### config.mk
export PLATFORM = sky130hd
export DESIGN_NAME = pps_div
export DESIGN_NICKNAME = d
export VERILOG_FILES = /design/src/hdl/pps_div.sv
export SDC_FILE = /design/constraint.sdc
export NUM_CORES = 1
export LEC_CHECK = 0
export BUFFER_PORTS_ARGS = -buffer_cell sky130_fd_sc_hd__buf_4
export CORE_UTILIZATION = 25
export DETAILED_ROUTE_END_ITERATION = 8
export GPL_TIMING_DRIVEN = 0
export HOLD_SLACK_MARGIN = 0.15
export PLACE_DENSITY_LB_ADDON = 0.2
export SYNTH_ARGS = -nofsm -noshare
export SYNTH_HDL_FRONTEND = slang
export SYNTH_SLANG_ARGS = --single-unit
export TNS_END_PERCENT = 5
### constraint.sdc
create_clock -name clk -period 8.4 [get_ports clk]
set_input_delay 0.84 -clock clk [delete_from_list [all_inputs] [get_ports clk]]
set_output_delay 0.84 -clock clk [all_outputs]
set_load 0.05 [all_outputs]
### src/hdl/pps_div.sv
module pps_div (
	input  logic        clk,
	input  logic        arst_n,
	input  logic        go,
	input  logic [31:0] sleep_ticks,
	input  logic [32:0] total,
	output logic [3:0]  quot,
	output logic        done
);

	logic [35:0] rem_q;
	logic [32:0] den_q;
	logic [3:0]  quot_q;
	logic [1:0]  bit_q;
	logic        run_q;
	logic [36:0] trial;
	logic        fits;

	assign trial = 37'(den_q) << bit_q;
	assign fits = {1'b0, rem_q} >= trial;

	always_ff @(posedge clk or negedge arst_n) begin
		if (!arst_n) begin
			run_q <= 1'b0;
			bit_q <= '0;
		end else if (go) begin
			run_q <= 1'b1;
			bit_q <= 2'd3;
		end else if (run_q) begin
			bit_q <= bit_q - 1'b1;
			if (bit_q == 2'd0) begin
				run_q <= 1'b0;
			end
		end
	end

	always_ff @(posedge clk) begin
		if (go) begin
			rem_q  <= {1'b0, sleep_ticks, 3'b000} + {3'b000, sleep_ticks, 1'b0};
			den_q  <= total;
			quot_q <= '0;
		end else if (run_q && fits) begin
			rem_q <= 36'({1'b0, rem_q} - trial);
			quot_q[bit_q] <= 1'b1;
		end
	end

	assign quot = quot_q;
	assign done = run_q && (bit_q == 2'd0);

endmodule

==> results of run 1 <==
==> per-stage QoR <==
step | area [sq um] | utilization, %
final | 8559 | 30.47
after global routing | 8559 | 30.47
after CTS | 8559 | 30.47
after detailed placement | 8242 | 29.34
after global placement | 8213 | 29.24
after floorplan | 7199 | -
==> cells in the final DEF (no fill, tap or decap), types with 9 or more instances in the layout <==
cell	instances
clkbuf_1	18
and3_1	11
nand3_1	20
mux2i_1	11
mux4_2	25
xor2_1	21
xnor2_1	32
buf_4	72
nand2b_1	10
ha_1	70
edfxtp_1	69
a21oi_1	68
a21o_1	27
clkbuf_16	9
o21bai_1	9
nor2b_1	13
nor2_1	32
inv_1	49
o21ai_0	53
nand2_1	62
==> cells in the mapped netlist (all sizes together) (8+ instances only) <==
| cell | n |
|---|---|
| nor2 | 32 |
| a21oi | 68 |
| inv | 49 |
| ha | 70 |
| nand2b | 10 |
| clkbuf | 17 |
| mux2i | 11 |
| nor3 | 8 |
| and2 | 9 |
| a21o | 28 |
| buf | 10 |
| nand2 | 62 |
| nand3 | 20 |
| o21bai | 9 |
| and3 | 13 |
| nor2b | 13 |
| xnor2 | 32 |
| a211oi | 8 |
| xor2 | 21 |
| mux4 | 25 |
| edfxtp | 69 |
| o21ai | 56 |
==> registers in the layout, indices dropped and copies added (netlist names) <==
| name | flops |
|---|---|
| den_q | 33 |
| run_q | 1 |
| rem_q | 36 |
| bit_q | 2 |
| quot | 4 |
==> cells by family (layout without fill, tap and decap cells) <==
| kind of cell | after synthesis | after routing | share of synthesized area, % |
|---|---|---|---|
| AOI/OAI and AO/OA | 228 | 228 | 21.52 |
| xor gates and xnor gates | 53 | 53 | 6.448 |
| adders and majority gates | 72 | 72 | 12.72 |
| buffers and inverters | 76 | 165 | 4.102 |
| DFF | 76 | 76 | 30.94 |
| muxes | 43 | 43 | 10.50 |
| and+or+nand+nor | 196 | 196 | 13.78 |
==> layout make-up <==
| class | instances | area [sq um] | area share (%) |
|---|---|---|---|
| plain buffers | 27 | 111.4 | 1.301 |
| clock buffers | 10 | 229.0 | 2.675 |
| clock inverters | 6 | 88.84 | 1.038 |
| inverters | 49 | 183.9 | 2.149 |
| multi-input cells | 592 | 4678 | 54.66 |
| flip-flops and latches | 76 | 2227 | 26.02 |
| well taps | 378 | 473.0 | 5.526 |
| repair buffers | 73 | 568.0 | 6.636 |
==> critical path, stage by stage, from the launching register on <==
cell and delay (ns):
dfrtp_1 0.44, buf_1 0.47, clkbuf_1 0.49, inv_1 0.23, a31oi_1 0.29, ha_1 0.26
nand3_1 0.15, o21bai_1 0.23, a2111oi_1 0.55, nor3b_1 0.10, nor2_1 0.36, o21a_1 0.28
or3_2 0.44, buf_16 0.23
==> metal layers <==
metal	GRT usage [%]	wire length, um	vias up
met2	24.20	9762	87
met1	18.87	9738	2767
met4	2.989	257	0
li1	-	-	2972
met5	0	0	-
met3	2.508	581	14
==> power by group through the flow <==
stage | Sequential, mW | Clock, mW | Combinational (mW)
after floorplan | 0.644 | 0 | 1.30
after global placement | 0.655 | 0 | 1.69
after detailed placement | 0.652 | 0 | 1.70
after CTS | 0.645 | 0.436 | 1.71
after global routing | 0.656 | 0.451 | 1.90
final | 0.644 | 0.426 | 1.70
==> how the worst max path moves through the flow <==
| stage | to | slack, ns |
|---|---|---|
| global route | rem_q[27] | 3.01 |
| CTS | rem_q[27] | 3.50 |
| floorplan | rem_q[0] | 4.17 |
| detailed placement | rem_q[27] | 3.53 |
| global placement | rem_q[14] | 2.76 |
| finish | rem_q[27] | 3.56 |
==> results.toml, run 1 <==
[status]
status = "completed"

[global_routing]
grt_pass1_wl_um = 32040
grt_pass1_vias = 5781
grt_use_total_pct = 14.28
grt_max_degree = 38
antenna_found_initial = 0
grt_overflow_total = 0

[run]
drv_cap = 0

[placed_design]
dpl.hpwl_um = 16590
gp_congestion = 0.8074
dp_slack_ns = 3.526
io_buffers = 72
dpl.cell_count = 1195

[pwr]
power_frac_seq_pct = 23.3
swShare_pct = 43.08
power_density_mw_per_mm2 = 323.2
p_switching_mw = 1.192
ir_drop_uv = 119.0
p_leak_nw = 3.503
total_power_mw = 2.766
combPwrFrac_pct = 61.3
p_int_mw = 1.575
pwr-share-clk_pct = 15.4

[logic_synthesis]
syn_inst = 744
synth-async-reset-ratio_pct = 3.947
synth.yosys.seq_area_share_pct = 30.94
synth-edff-count = 69
synth_seq_cells = 76
yosysUniqueCellTypes = 77
synth.largest_area_cell = "edfxtp_1"
yosys_most_used_dff = "edfxtp_1"
yosys.area.top_type_share_pct = 28.78
yosysWarningCount = 0
syn_nets = 884
synth_area_leaders = "edfxtp_1 (29%), ha_1 (12%), mux4_2 (7.8%)"
synthesis.area_sq_mm = 0.007199
syn_avg_cell_area_sq_um = 9.677

[route]
drtAntennaViolNets = 0
routed_wl_um = 20340
wl_per_cell_um = 16.80
routed_via_density = 4.822
drtPass1Iterations = 5
via_count = 5840
drc = 0
drtIter0Drc = 408

[sta]
fin_setup_tns_ns = 0
skew_ns = 0.006030
fmax_ghz = 0.2065
worstMarginPinSlew_ns = 0.8867
setup_slack_ns = 3.558
hold_viol = 0
post-route-period-util_pct = 57.64
finalMaxSlewViolations = 0
finalSetupViolCount = 0
max_slew_margin_pct = 40.89
fin_hold_ws_ns = 0.2729
finalCriticalPeriod_ns = 4.842
rsz0062_at_grt = "false"

[clocking]
cts_setup_buffers = 0
cts_tree = "done"
cts_buffer_depth = 2
clock_latency_ns = 0.35
postCtsHoldBufs = 0
cts.clk_slew.worst_paths_ns = 0.06
cts_resized = 0
clock-sinks = 76
htree_levels = 3
clockRootBuffer = "clkbuf_16"
cts_made_buffers = 9

[floorplanning]
ios = 73
die-height_um = 171.7
fp-row-count = 61
dieArea_sq_mm = 0.02948
start_util_pct = 25.63
die_w_um = 171.7
core_sq_mm = 0.02809

[worst_setup_path]
rr_worst_depth = 13
critical_path_class = "reg2reg"
cp-end-kind = "flop"
r2r_slack_ns = 3.56
critPathLaunchType = "flop"
arrival_ns = 4.89
reg2reg_to = "rem_q[27]"
crit_start = "bit_q[1]"
crit_required_ns = 8.45
timing.rr.start = "bit_q[1]"
path_max_fanout = 21

[final_layout]
synthToLayoutAreaGrowth_pct = 18.89
num-fill-cells = 3047
drive_gt1_share_pct = 18.01
finalNonFillerCells = 1211
fin_nets = 968
antenna_cells = 0

[worst_hold_path]
hold_class = "in2async"
Note: power is estimated with default switching activity, not from simulation.
==> inputs of run 2 (changes only) <==
ABC_AREA = 1   (was unset)
clock period = 4.56 ns   (was 8.4 ns; I/O delays follow)
==> run 2 against run 1 <==
Die area grew 8.0%; combinational power grew 97%; core utilization shrank 0.52 points; final cell count grew 38%; worst hold slack gained 0.0044 ns; register-to-register slack lost 3.0 ns; final area grew 7.0%; critical path type unchanged; critical endpoint is now rem_q[13]; largest power group unchanged; highest routed layer unchanged.
==> results.toml, run 2 <==
[logic_synthesis]
syn_avg_cell_area_sq_um = 6.528
yosys_most_used_dff = "edfxtp_1"
synth.largest_area_cell = "edfxtp_1"
synth_area_leaders = "edfxtp_1 (27%), nand2_1 (20%), ha_1 (11%)"
synthesis.area_sq_mm = 0.007781
syn_nets = 1332
yosys.area.top_type_share_pct = 26.63
synth-async-reset-ratio_pct = 3.947
synth.most_common_cell = "nand2_1"
synth-edff-count = 69
yosysUniqueCellTypes = 38
yosysWarningCount = 0
synth.yosys.seq_area_share_pct = 28.62
synth_common_cells = "nand2_1 (409), nor2_1 (110), a21oi_1 (105)"
synth_seq_cells = 76
syn_inst = 1192

[route]
drtAntennaViolNets = 0
drc = 0
routed_wl_um = 26330
drtIter0Drc = 528
wl_per_cell_um = 15.70
routed_via_density = 4.775
drtPass1Iterations = 4
via_count = 8008

[pwr]
p_switching_mw = 2.663
ir_drop_uv = 211.5
power_density_mw_per_mm2 = 579.2
p_leak_nw = 4.256
p_int_mw = 2.644
power_frac_seq_pct = 22.1
total_power_mw = 5.307
swShare_pct = 50.18
pwr-share-clk_pct = 14.8
combPwrFrac_pct = 63.1

[worst_setup_path]
path_max_fanout = 36
critical_path_class = "reg2reg"
cp_top_family = "simple AND/OR/NAND/NOR gates"
cp-end-kind = "flop"
worst_path_most_repeated_cell = "nand2_1"
cp_num_buf_inv = 3
path_cells = "buf_2, inv_1, buf_1, nand2_1, nand3_1, o21ai_0, ha_1, nand2_1, nor2_1, nand2_1, nor2_1, nand3_1, nand3_1, nor2_1, nand2_2, nand2_1, nand2_4"
arrival_ns = 4.00
crit_required_ns = 4.55
critPathLaunchType = "flop"
cpMaxStageDelayCell = "ha_1"
slowest_delay_ns = 0.47

[final_layout]
synthToLayoutAreaGrowth_pct = 17.75
largest_register = "rem_q"
num-fill-cells = 3460
largest_register_ff_count = 36
drive_gt1_share_pct = 9.368
multi_input_area_sq_mm = 0.005090
final_util_pct = 29.95
antenna_cells = 0
final_cell_mix = "nand2_1 (408), nor2_1 (110), a21oi_1 (105)"
finalNonFillerCells = 1677
fin_nets = 1416
regArea_sq_mm = 0.002227
final_common_cell = "nand2_1"

[global_routing]
grt_overflow_total = 0
grt_pass1_vias = 7476
antenna_found_initial = 0
grt_max_degree = 40
grt_use_total_pct = 16.87
grt_pass1_wl_um = 40340

[sta]
post-route-period-util_pct = 88.04
finalCriticalPeriod_ns = 4.015
hold_viol = 0
max_slew_margin_pct = 37.58
finalSetupViolCount = 0
finalMaxSlewViolations = 0
worstMarginPinSlew_ns = 0.9363
rsz0062_at_grt = "false"
fmax_ghz = 0.2491
skew_ns = 0.005811

[clocking]
cts_made_buffers = 9
clockRootBuffer = "clkbuf_16"
cts_tree = "done"
htree_levels = 3
clock-sinks = 76
cts_buffer_depth = 2
cts.clk_slew.worst_paths_ns = 0.06
cts_setup_buffers = 0
clock_latency_ns = 0.35

[placed_design]
dpl.cell_count = 1660
dpl.hpwl_um = 21660
gp_congestion = 0.8921
io_buffers = 72

[floorplanning]
die-height_um = 178.4
dieArea_sq_mm = 0.03183
core_sq_mm = 0.03059
die_w_um = 178.4
fp-row-count = 64
start_util_pct = 25.44
ios = 73

[status]
status = "completed"

[worst_hold_path]
hold_class = "in2reg"

[run]
drv_cap = 0
==> run 2: cell families after synthesis <==
| group | after synthesis | share of synthesized area (%) |
|---|---|---|
| AO/OA/AOI/OAI | 236 | 16.06 |
| AND/OR/NAND/NOR | 674 | 36.34 |
| buffers and inverters | 124 | 6.062 |
| adder cells (fa/ha/maj) | 72 | 11.77 |
| XOR/XNOR | 9 | 1.013 |
| flip-flops | 76 | 28.62 |
| multiplexers | 1 | 0.1286 |
==> run 2: metal layers <==
metal / vias to the layer above / wire length [um] / track usage, %
met1: 3627 / 13660 / 24.81
li1: 4179 / - / -
met3: 20 / 1120 / 1.215
met5: - / 0 / 0
met4: 0 / 392 / 4.873
met2: 182 / 11150 / 26.10
==> run 2: worst paths after layout <==
check,cells after the start,startpoint,endpoint,slack (ns)
hold / removal,1,total[6],den_q[6],0.28
setup reg to reg,17,bit_q[0],rem_q[13],0.55
setup / recovery,17,bit_q[0],rem_q[13],0.55
hold reg to reg,2,quot[3],quot[3],0.45
min in group asynchronous,2,arst_n,run_q,0.43
max in group asynchronous,2,arst_n,bit_q[1],4.04
==> run 2: power by group through the flow <==
stage / sequential [mW] / clock [mW] / combinational (mW)
floorplan: 1.16 / 0 / 2.39
global placement: 1.19 / 0 / 3.29
detailed placement: 1.18 / 0 / 3.29
CTS: 1.17 / 0.799 / 3.32
global route: 1.19 / 0.817 / 3.78
finish: 1.17 / 0.786 / 3.35
==> run 2: worst reg2reg max path: cells and delay by family, from the launching register on <==
| kind | cells | cell delay, ns |
|---|---|---|
| AND/OR/NAND/NOR | 12 | 1.78 |
| buffers and inverters | 3 | 0.78 |
| adder cells (fa/ha/maj) | 1 | 0.47 |
| flip-flops | 1 | 0.39 |
| AO/OA/AOI/OAI | 1 | 0.21 |
==> run 2: what timing repair did <==
action / 4_1_cts / 5_1_grt
setup endpoints to repair: 0 / 36
endpoints found under the hold margin: 3 / 0
hold buffers: 1 / 0
resized for setup: 0 / 1
==> run 2: per-stage QoR <==
step / TNS (ns) / hold slack, ns / setup slack, ns / area, sq um
after floorplan: 0 / 0.1604 / 1.079 / 7781
after global placement: -7.424 / 0.2496 / -0.2106 / 8817
after detailed placement: 0 / 0.2515 / 0.3288 / 8820
after CTS: 0 / 0.2661 / 0.3109 / 9158
after global routing: 0 / 0.2715 / 0.2292 / 9163
final: 0 / 0.2773 / 0.5453 / 9163
==> run 2: layout make-up <==
type / instances / share of cell area, %
plain buffers: 24 / 1.051
clock buffers: 15 / 3.509
clock inverters: 1 / 0.06828
inverters: 100 / 4.097
multi-input cells: 992 / 55.55
flip-flops and latches: 76 / 24.31
well taps: 396 / 5.408
repair buffers: 73 / 6.008
