`config.mk`:
```
export PLATFORM = sky130hd
export DESIGN_NAME = pps_cell
export DESIGN_NICKNAME = d
export VERILOG_FILES = /design/src/hdl/pps_pkg.sv /design/src/hdl/pps_cell.sv
export SDC_FILE = /design/constraint.sdc
export NUM_CORES = 1
export LEC_CHECK = 0
export BUFFER_PORTS_ARGS = -buffer_cell sky130_fd_sc_hd__clkbuf_2
export CAP_MARGIN = 10
export CORE_UTILIZATION = 30
export CTS_CLUSTER_DIAMETER = 150
export DETAILED_ROUTE_END_ITERATION = 8
export GPL_TIMING_DRIVEN = 0
export PLACE_DENSITY = 0.64
export SETUP_SLACK_MARGIN = 0.4
export SYNTH_ARGS = -nofsm -noshare
export SYNTH_HDL_FRONTEND = slang
export SYNTH_SLANG_ARGS = --single-unit
```
`constraint.sdc`:
```
create_clock -name clk -period 2 [get_ports clk]
set_input_delay 0.1 -clock clk [delete_from_list [all_inputs] [get_ports clk]]
set_output_delay 0.1 -clock clk [all_outputs]
set_load 0.05 [all_outputs]
```
`src/hdl/pps_pkg.sv`:
```
package pps_pkg;

	localparam int unsigned CNT_W = 32;
	localparam int unsigned PRIO_W = 7;
	localparam int unsigned NICE_W = 4;
	localparam logic [PRIO_W-1:0] PRIO_MAX = 7'd100;
	localparam logic [PRIO_W-1:0] DEF_PRIO_RST = 7'd60;
	localparam logic [NICE_W-1:0] DEF_NICE_RST = 4'd5;
	localparam logic [8:0] NICE_BIAS = 9'd5;

	typedef enum logic [2:0] {
		MODE_TICK  = 3'd0,
		MODE_ALLOC = 3'd1,
		MODE_PICK  = 3'd2,
		MODE_REL   = 3'd3,
		MODE_WAKE  = 3'd4,
		MODE_SETP  = 3'd5,
		MODE_FREE  = 3'd6,
		MODE_NOP   = 3'd7
	} mode_t;

	typedef enum logic [2:0] {
		SS_UNUSED   = 3'd0,
		SS_RUNNABLE = 3'd2,
		SS_RUNNING  = 3'd3,
		SS_SLEEPING = 3'd4,
		SS_EXITED   = 3'd5
	} sstate_t;

	typedef enum logic [1:0] {
		NXT_RUNNABLE = 2'd0,
		NXT_SLEEPING = 2'd1,
		NXT_EXITED   = 2'd2,
		NXT_BAD      = 2'd3
	} nxt_t;

	typedef enum logic [1:0] {
		RES_DONE  = 2'd0,
		RES_NONE  = 2'd1,
		RES_WRONG = 2'd2
	} res_t;

	typedef enum logic [2:0] {
		FSM_IDLE,
		FSM_SCAN,
		FSM_DECIDE,
		FSM_DIV,
		FSM_APPLY,
		FSM_FINISH
	} fsm_t;

	typedef enum logic {
		REG_DEF_PRIO = 1'b0,
		REG_DEF_NICE = 1'b1
	} reg_t;

	typedef struct packed {
		sstate_t           st;
		logic [PRIO_W-1:0] prio;
		logic [NICE_W-1:0] nice;
		logic [CNT_W-1:0]  run_count;
		logic [CNT_W-1:0]  created;
		logic [CNT_W-1:0]  sleep_ticks;
		logic [CNT_W-1:0]  run_ticks;
	} slot_t;

	function automatic logic [CNT_W-1:0] sat_inc(input logic [CNT_W-1:0] v);
		sat_inc = (v == '1) ? v : v + 1'b1;
	endfunction

	function automatic logic signed [8:0] raw_prio(input logic [PRIO_W-1:0] p,
			input logic [NICE_W-1:0] n);
		raw_prio = $signed({2'b00, p}) - $signed({5'b00000, n}) + $signed(NICE_BIAS);
	endfunction

	function automatic logic [PRIO_W-1:0] dyn_prio(input logic [PRIO_W-1:0] p,
			input logic [NICE_W-1:0] n);
		logic signed [8:0] d;
		d = raw_prio(p, n);
		if (d < 0) begin
			dyn_prio = '0;
		end else if (d > $signed({2'b00, PRIO_MAX})) begin
			dyn_prio = PRIO_MAX;
		end else begin
			dyn_prio = d[PRIO_W-1:0];
		end
	endfunction

endpackage

```
`src/hdl/pps_cell.sv`:
```
module pps_cell (
	input  logic           clk,
	input  logic           arst_n,
	input  logic           shift,
	input  pps_pkg::slot_t din,
	output pps_pkg::slot_t q
);

	pps_pkg::slot_t data_q;
	pps_pkg::sstate_t st_q;

	always_ff @(posedge clk or negedge arst_n) begin
		if (!arst_n) begin
			st_q <= pps_pkg::SS_UNUSED;
		end else if (shift) begin
			st_q <= din.st;
		end
	end

	always_ff @(posedge clk) begin
		if (shift) begin
			data_q <= din;
		end
	end

	always_comb begin
		q = data_q;
		q.st = st_q;
	end

endmodule

```
==> run_results.csv, run 1 <==
group,metric,value,unit
outcome,status,"did not finish",
outcome,flow.stopped_at,"4_1_cts",
outcome,tool.error,"[ERROR RSZ-0060] Max buffer count reached.",
logic_synthesis,ys_ff_latch,142,
placed_design,port_buffers,286,
logic_synthesis,ys_types,3,
cts,hold_buffers,130,
logic_synthesis,syn_area,0.00428,sq mm
logic_synthesis,yosys-top-cells-area,"edfxtp_1 97%, dfrtp_1 1.8%, mux2_2 0.79%",
cts,cts_resized,0,
cts,cts_sinks,142,
logic_synthesis,syn_area_per_cell,29.5,sq um
logic_synthesis,synth_top_area_cell,"edfxtp_1",
logic_synthesis,synth_warnings,0,
cts,post_cts_buffers,0,
logic_synthesis,syn_nets,290,
floorplan,io_pins,287,
logic_synthesis,netlist_instances,145,
floorplan,row_count,43,
placed_design,gp_congestion,0.763,
cts,cts_root_buffer,"clkbuf_16",
cts,max-clock-path-buffers,2,
logic_synthesis,synth_top_cell_area_share,97.5,%
floorplan,initial_core_util,30.9,%
placed_design,place_hpwl,7.12,mm
cts,htree_levels,4,
floorplan,fp.dieH,121,um
logic_synthesis,synth_seq_area_share,99.2,%
cts,cts_buffers,17,
floorplan,die_x,121,um
==> synth_stat cells <==
library cell / instances
dfrtp_1: 3
edfxtp_1: 139
mux2_2: 3
==> metrics by stage <==
stage	cell area [sq um]	hold WS (ns)	setup TNS [ns]	worst slack (ns)	instances
after floorplan	4280	-0.196	0	1.01	145
after global placement	5940	-0.101	-130.99	-1.07	611
after detailed placement	5980	-0.102	0	0.585	612
==> logic make-up after synthesis <==
kind of cell and share of synthesized area [%]:
DFF 99.2, muxes 0.789
==> run 2, diff against run 1 <==
CORE_UTILIZATION = 20   (was 30)
CTS_CLUSTER_DIAMETER = unset   (was 150)
PLACE_DENSITY = unset   (was 0.64)
PLACE_DENSITY_LB_ADDON = 0.15   (was unset)
SETUP_SLACK_MARGIN = unset   (was 0.4)
==> run_results.csv, run 2 <==
group,metric,value,unit
critical_path,worstPathArrival,1.06,ns
cts,cts_sinks,142,
drt,num_vias,3115,
floorplan,die_area,0.0220,sq mm
drt,drt-total-wl,10.9,mm
logic_synthesis,synth_edf_count,139,
critical_path,critPathBufInv,1,
layout,final_cell_mix,"285 x clkbuf_2, 143 x dlygate4sd3_1, 139 x edfxtp_1, 17 x clkbuf_16, 4 x clkbuf_1",
placed_design,port_buffers,286,
floorplan,initial_core_util,20.4,%
logic_synthesis,synth_top_area_cell,"edfxtp_1",
layout,seqCellArea,0.00425,sq mm
placed_design,dpl_cell_area,0.00609,sq mm
logic_synthesis,yosys.area_share.adder,0,%
logic_synthesis,ys_types,3,
outcome,status,"finished, final reports clean",
floorplan,io_pins,287,
logic_synthesis,synth-simple-area-share,0,%
sta,finalSetupTns,0,ns
grt,grt_pass1_vias,3401,
layout,layout_commonest_cell,"clkbuf_2",
sta,tightest_slew,0.517,ns
critical_path,slowest_delay,0.39,ns
critical_path,crit_fanout,1,
power_and_ir_drop,p_total,8.19,mW
placed_design,place_hpwl,7.27,mm
drt,wl_per_cell,12.4,um
grt,global_route.usage.met1,10.5,%
cts,path_clk_slew,0.06,ns
layout,fill_cells,1978,
logic_synthesis,syn_area,0.00428,sq mm
logic_synthesis,synth_xor_area_share,0,%
logic_synthesis,yosys-top-cells-area,"edfxtp_1 97%, dfrtp_1 1.8%, mux2_2 0.79%",
grt,grt_max_degree,80,
layout,largest_register_ffs,139,
critical_path,r2r_cells,1,
cts,cts_resized,0,
logic_synthesis,syn_area_per_cell,29.5,sq um
min_path,hold_path_class,"input port to async pin",
cts,htree_levels,4,
critical_path,end_kind,"output port",
grt,use_met2,16.3,%
power_and_ir_drop,power_leakage,3.49,nW
sta,fin_crit_sh,58.2,%
sta,maxSlewViolCount,0,
drt,ant_nets,0,
grt,overflow,0,
logic_synthesis,synth_top_cell_area_share,97.5,%
sta,period_minus_slack,1.16,ns
grt,gr-max-usage-layer,"met2",
sta,setup_viol,0,
floorplan,die_x,148,um
critical_path,crit_chain,"clkbuf_2",
logic_synthesis,synth_warnings,0,
cts,cts_buffers,17,
drt,drt-initial-drc-count,80,
grt,grt_util_met3,5.74,%
drt,drc,0,
floorplan,core-area,0.0210,sq mm
layout,multi_input_area,33.8,sq um
logic_synthesis,ys_ff_latch,142,
logic_synthesis,synth_commonest_cells,"139 x edfxtp_1, 3 x dfrtp_1, 3 x mux2_2",
logic_synthesis,ys_async_sr_fraction,2.11,%
cts,cts_tree,"yes",
logic_synthesis,synth_top_family_by_area,"multiplexers",
power_and_ir_drop,powerDensity,1010,mW/mm^2
logic_synthesis,synthMuxAreaShare,0.789,%
drt,first_pass_iters,4,
cts,cts_root_buffer,"clkbuf_16",
sta,finalHoldViolations,0,
sta,fin_worst_skew,0,ns
critical_path,slowest_stage,"edfxtp_1",
grt,grt_use_total,9.99,%
drt,vias_per_cell,3.54,
floorplan,fp.dieH,148,um
logic_synthesis,synth_compound_area_share,0,%
layout,synthToLayoutAreaGrowth,89.3,%
logic_synthesis,synth_seq_area_share,99.2,%
critical_path,cp_top_family,"flip-flops",
logic_synthesis,netlist_instances,145,
critical_path,critPathKind,"flop to output port",
grt,grt_pass1_wl,16.5,mm
logic_synthesis,syn_nets,290,
cts,clk_latency,0.39,ns
sta,fmax,859,MHz
layout,final_area,0.00811,sq mm
logic_synthesis,synth_ff_type,"edfxtp_1",
layout,drive_above_1_share,52.3,%
cts,max-clock-path-buffers,2,
sta,slew_headroom,65.5,%
floorplan,row_count,53,
sta,rsz0062_at_grt,"false",
critical_path,path_depth,1,
logic_synthesis,synth.most_common_cell,"edfxtp_1",
critical_path,critPathLaunchType,"flop",
layout,diodes,0,
job,drv_cap,0,
grt,antenna_found_initial,0,
layout,finalNetCount,739,
critical_path,required,1.90,ns
power_and_ir_drop,irDropWorstVdd,0.000499,V
placed_design,gp_congestion,0.695,
-- run 2: worst paths after layout --
kind	from	endpoint	slack (ns)
setup / recovery	q[92]	q[92]	0.84
hold / removal	arst_n	st_q[2]	0.05
setup reg to reg	st_q[2]	st_q[2]	1.26
hold reg to reg	st_q[1]	st_q[1]	0.51
max in group asynchronous	arst_n	st_q[1]	1.84
min in group clk	shift	q[56]	0.26
-- run 2: cell families (layout without fill, tap and decap cells) --
logic type	after synthesis	count (layout)
buffers and inverters	0	461
muxes	3	3
DFF	142	142
-- run 2: metal layers --
layer / vias to the layer above / share of wire, %
met5: - / 0
met4: 0 / 1.4
met3: 9 / 13
met2: 204 / 47
met1: 1412 / 38
li1: 1490 / -
-- run 2: cell type report --
type                    instances  share of cell area, %
clock buffers                  21                   5.43
well taps                     275                   4.24
multi-input cells               3                  0.417
repair buffers                430                   35.8
clock inverters                10                   1.74
flip-flops and latches        142                   52.4
-- run 2: timing repair --
action,in CTS,in global routing
endpoints found under the hold margin,145,0
hold buffers,143,0
buffers inserted,0,0
-- run 2: report_power, final --
part | leakage [nW] | total [mW] | internal, mW | switching, mW
Sequential | 1.40 | 3.60 | 3.53 | 0.0656
Clock | 0.277 | 3.11 | 1.96 | 1.16
Combinational | 1.81 | 1.48 | 0.433 | 1.05
Total | 3.49 | 8.19 | 5.92 | 2.27
-- run 2: per-stage QoR --
step,instances,worst slack (ns),hold slack (ns),util [%]
6_report,881,0.836,0.0497,38.6
5_1_grt,881,0.776,0.0366,38.6
4_1_cts,881,0.786,0.0230,38.6
3_5_place_dp,707,0.639,-0.102,29.0
3_3_place_gp,706,-1.19,-0.103,28.8
2_1_floorplan,145,1.01,-0.196,-
No activity file was read; power rests on OpenSTA's default activity.
==> run 3, diff against run 2 <==
clock period = 1.2 ns   (was 2 ns; I/O delays follow)
==> run_results.csv, run 3 (synthesized netlist as in run 2, its figures left out) <==
group,metric,value,unit
power_and_ir_drop,power_leakage,3.49,nW
placed_design,port_buffers,286,
critical_path,critPathLaunchType,"flop",
drt,ant_nets,0,
critical_path,r2r-end,"st_q[2]",
grt,overflow,0,
critical_path,crit_chain,"clkbuf_2",
grt,grt_pass1_vias,3401,
sta,finalHoldViolations,0,
cts,cts_tree,"yes",
critical_path,critPathBufInv,1,
outcome,status,"finished, final reports clean",
sta,whs,0.215,ns
min_path,holdPathEnd,"q[56]",
cts,cts_buffers,17,
cts,clk_latency,0.39,ns
placed_design,gp_congestion,0.695,
sta,setup_viol,0,
sta,finalSetupTns,0,ns
grt,grt_max_degree,80,
floorplan,row_count,53,
floorplan,core-area,0.0210,sq mm
layout,drive_above_1_share,52.2,%
cts,cts_sinks,142,
cts,max-clock-path-buffers,2,
critical_path,slowest_delay,0.39,ns
critical_path,end_kind,"output port",
critical_path,worstPathArrival,1.06,ns
critical_path,rr_startpoint,"st_q[2]",
min_path,holdCritStartpoint,"shift",
floorplan,die_x,148,um
sta,fin_worst_skew,0,ns
cts,path_clk_slew,0.06,ns
drt,wl_per_cell,12.4,um
sta,tightest_slew,0.514,ns
layout,finalNetCount,740,
critical_path,critPathKind,"flop to output port",
floorplan,fp.dieH,148,um
sta,setup_ws,0.0759,ns
drt,drc,0,
grt,grt_pass1_wl,16.5,mm
drt,vias_per_cell,3.53,
floorplan,io_pins,287,
drt,drt-total-wl,10.9,mm
placed_design,place_hpwl,7.27,mm
drt,drt-initial-drc-count,68,
drt,first_pass_iters,4,
layout,layout_commonest_cell,"clkbuf_2",
job,drv_cap,0,
layout,fill_cells,1977,
sta,period_minus_slack,1.12,ns
sta,slew_headroom,65.7,%
layout,final_cell_mix,"285 x clkbuf_2, 144 x dlygate4sd3_1, 139 x edfxtp_1, 17 x clkbuf_16, 4 x clkbuf_1",
layout,final_cell_count_no_fill,882,
critical_path,crit_fanout,1,
layout,diodes,0,
sta,fin_crit_sh,93.7,%
critical_path,required,1.14,ns
grt,grt_use_total,9.99,%
floorplan,die_area,0.0220,sq mm
min_path,hold_path_class,"input port to flop",
floorplan,initial_core_util,20.4,%
min_path,hold_depth,1,
cts,cts_root_buffer,"clkbuf_16",
critical_path,reg2reg_slack,0.46,ns
layout,largest_register_ffs,139,
critical_path,cp_top_family,"flip-flops",
critical_path,r2r_cells,1,
power_and_ir_drop,irDropWorstVdd,0.000832,V
sta,rsz0062_at_grt,"false",
layout,synthToLayoutAreaGrowth,89.5,%
placed_design,pre_cts_ws,-0.121,ns
power_and_ir_drop,powerDensity,1680,mW/mm^2
critical_path,slowest_stage,"edfxtp_1",
drt,num_vias,3117,
cts,htree_levels,4,
grt,antenna_found_initial,0,
sta,fmax,890,MHz
placed_design,placedCellCount,707,
sta,maxSlewViolCount,0,
-- run 3: worst max path at each step --
stage	from	cells past startpoint	endpoint
2_1_floorplan	st_q[0]	1	st_q[0]
3_3_place_gp	shift	2	st_q[0]
3_5_place_dp	shift	2	q[122]
4_1_cts	q[92]	1	q[92]
5_1_grt	q[92]	1	q[92]
6_report	q[92]	1	q[92]
-- run 3: power by group --
part	internal [mW]	leakage, nW	switching, mW
clock	3.26	0.277	1.93
sequential	5.89	1.40	0.109
combinational	0.724	1.82	1.75
-- run 3: layout make-up --
type                            instances  area [sq um]  share of cell area (%)
Timing Repair Buffer                  431          2910                    35.8
Clock inverter                         10           141                    1.74
Multi-Input combinational cell          3          33.8                   0.416
Clock buffer                           21           440                    5.43
Tap cell                              275           344                    4.24
Sequential cell                       142          4250                    52.3
-- run 3: per-stage QoR --
| stage | util, % | cell area, sq um | total power, mW |
|---|---|---|---|
| 2_1_floorplan | - | 4280 | 7.49 |
| 3_3_place_gp | 28.8 | 6060 | 8.21 |
| 3_5_place_dp | 29.0 | 6090 | 8.20 |
| 4_1_cts | 38.6 | 8120 | 13.9 |
| 5_1_grt | 38.6 | 8120 | 14.2 |
| 6_report | 38.6 | 8120 | 13.7 |
-- run 3: per-layer routing --
layer,track usage (%),part of all wire (%),routed length (um),vias up
met2,16.3,47,5140,204
met1,10.5,38,4170,1412
met4,4.18,1.4,148,0
li1,-,-,-,1492
met3,5.74,13,1450,9
met5,0,0,0,-
-- run 3: timing repair --
item / 4_1_cts / 5_1_grt
hold endpoints to repair: 145 / 0
gates resized for setup: 0 / 0
buffers inserted: 0 / 0
setup endpoints to repair: 0 / 0
hold buffers: 144 / 0
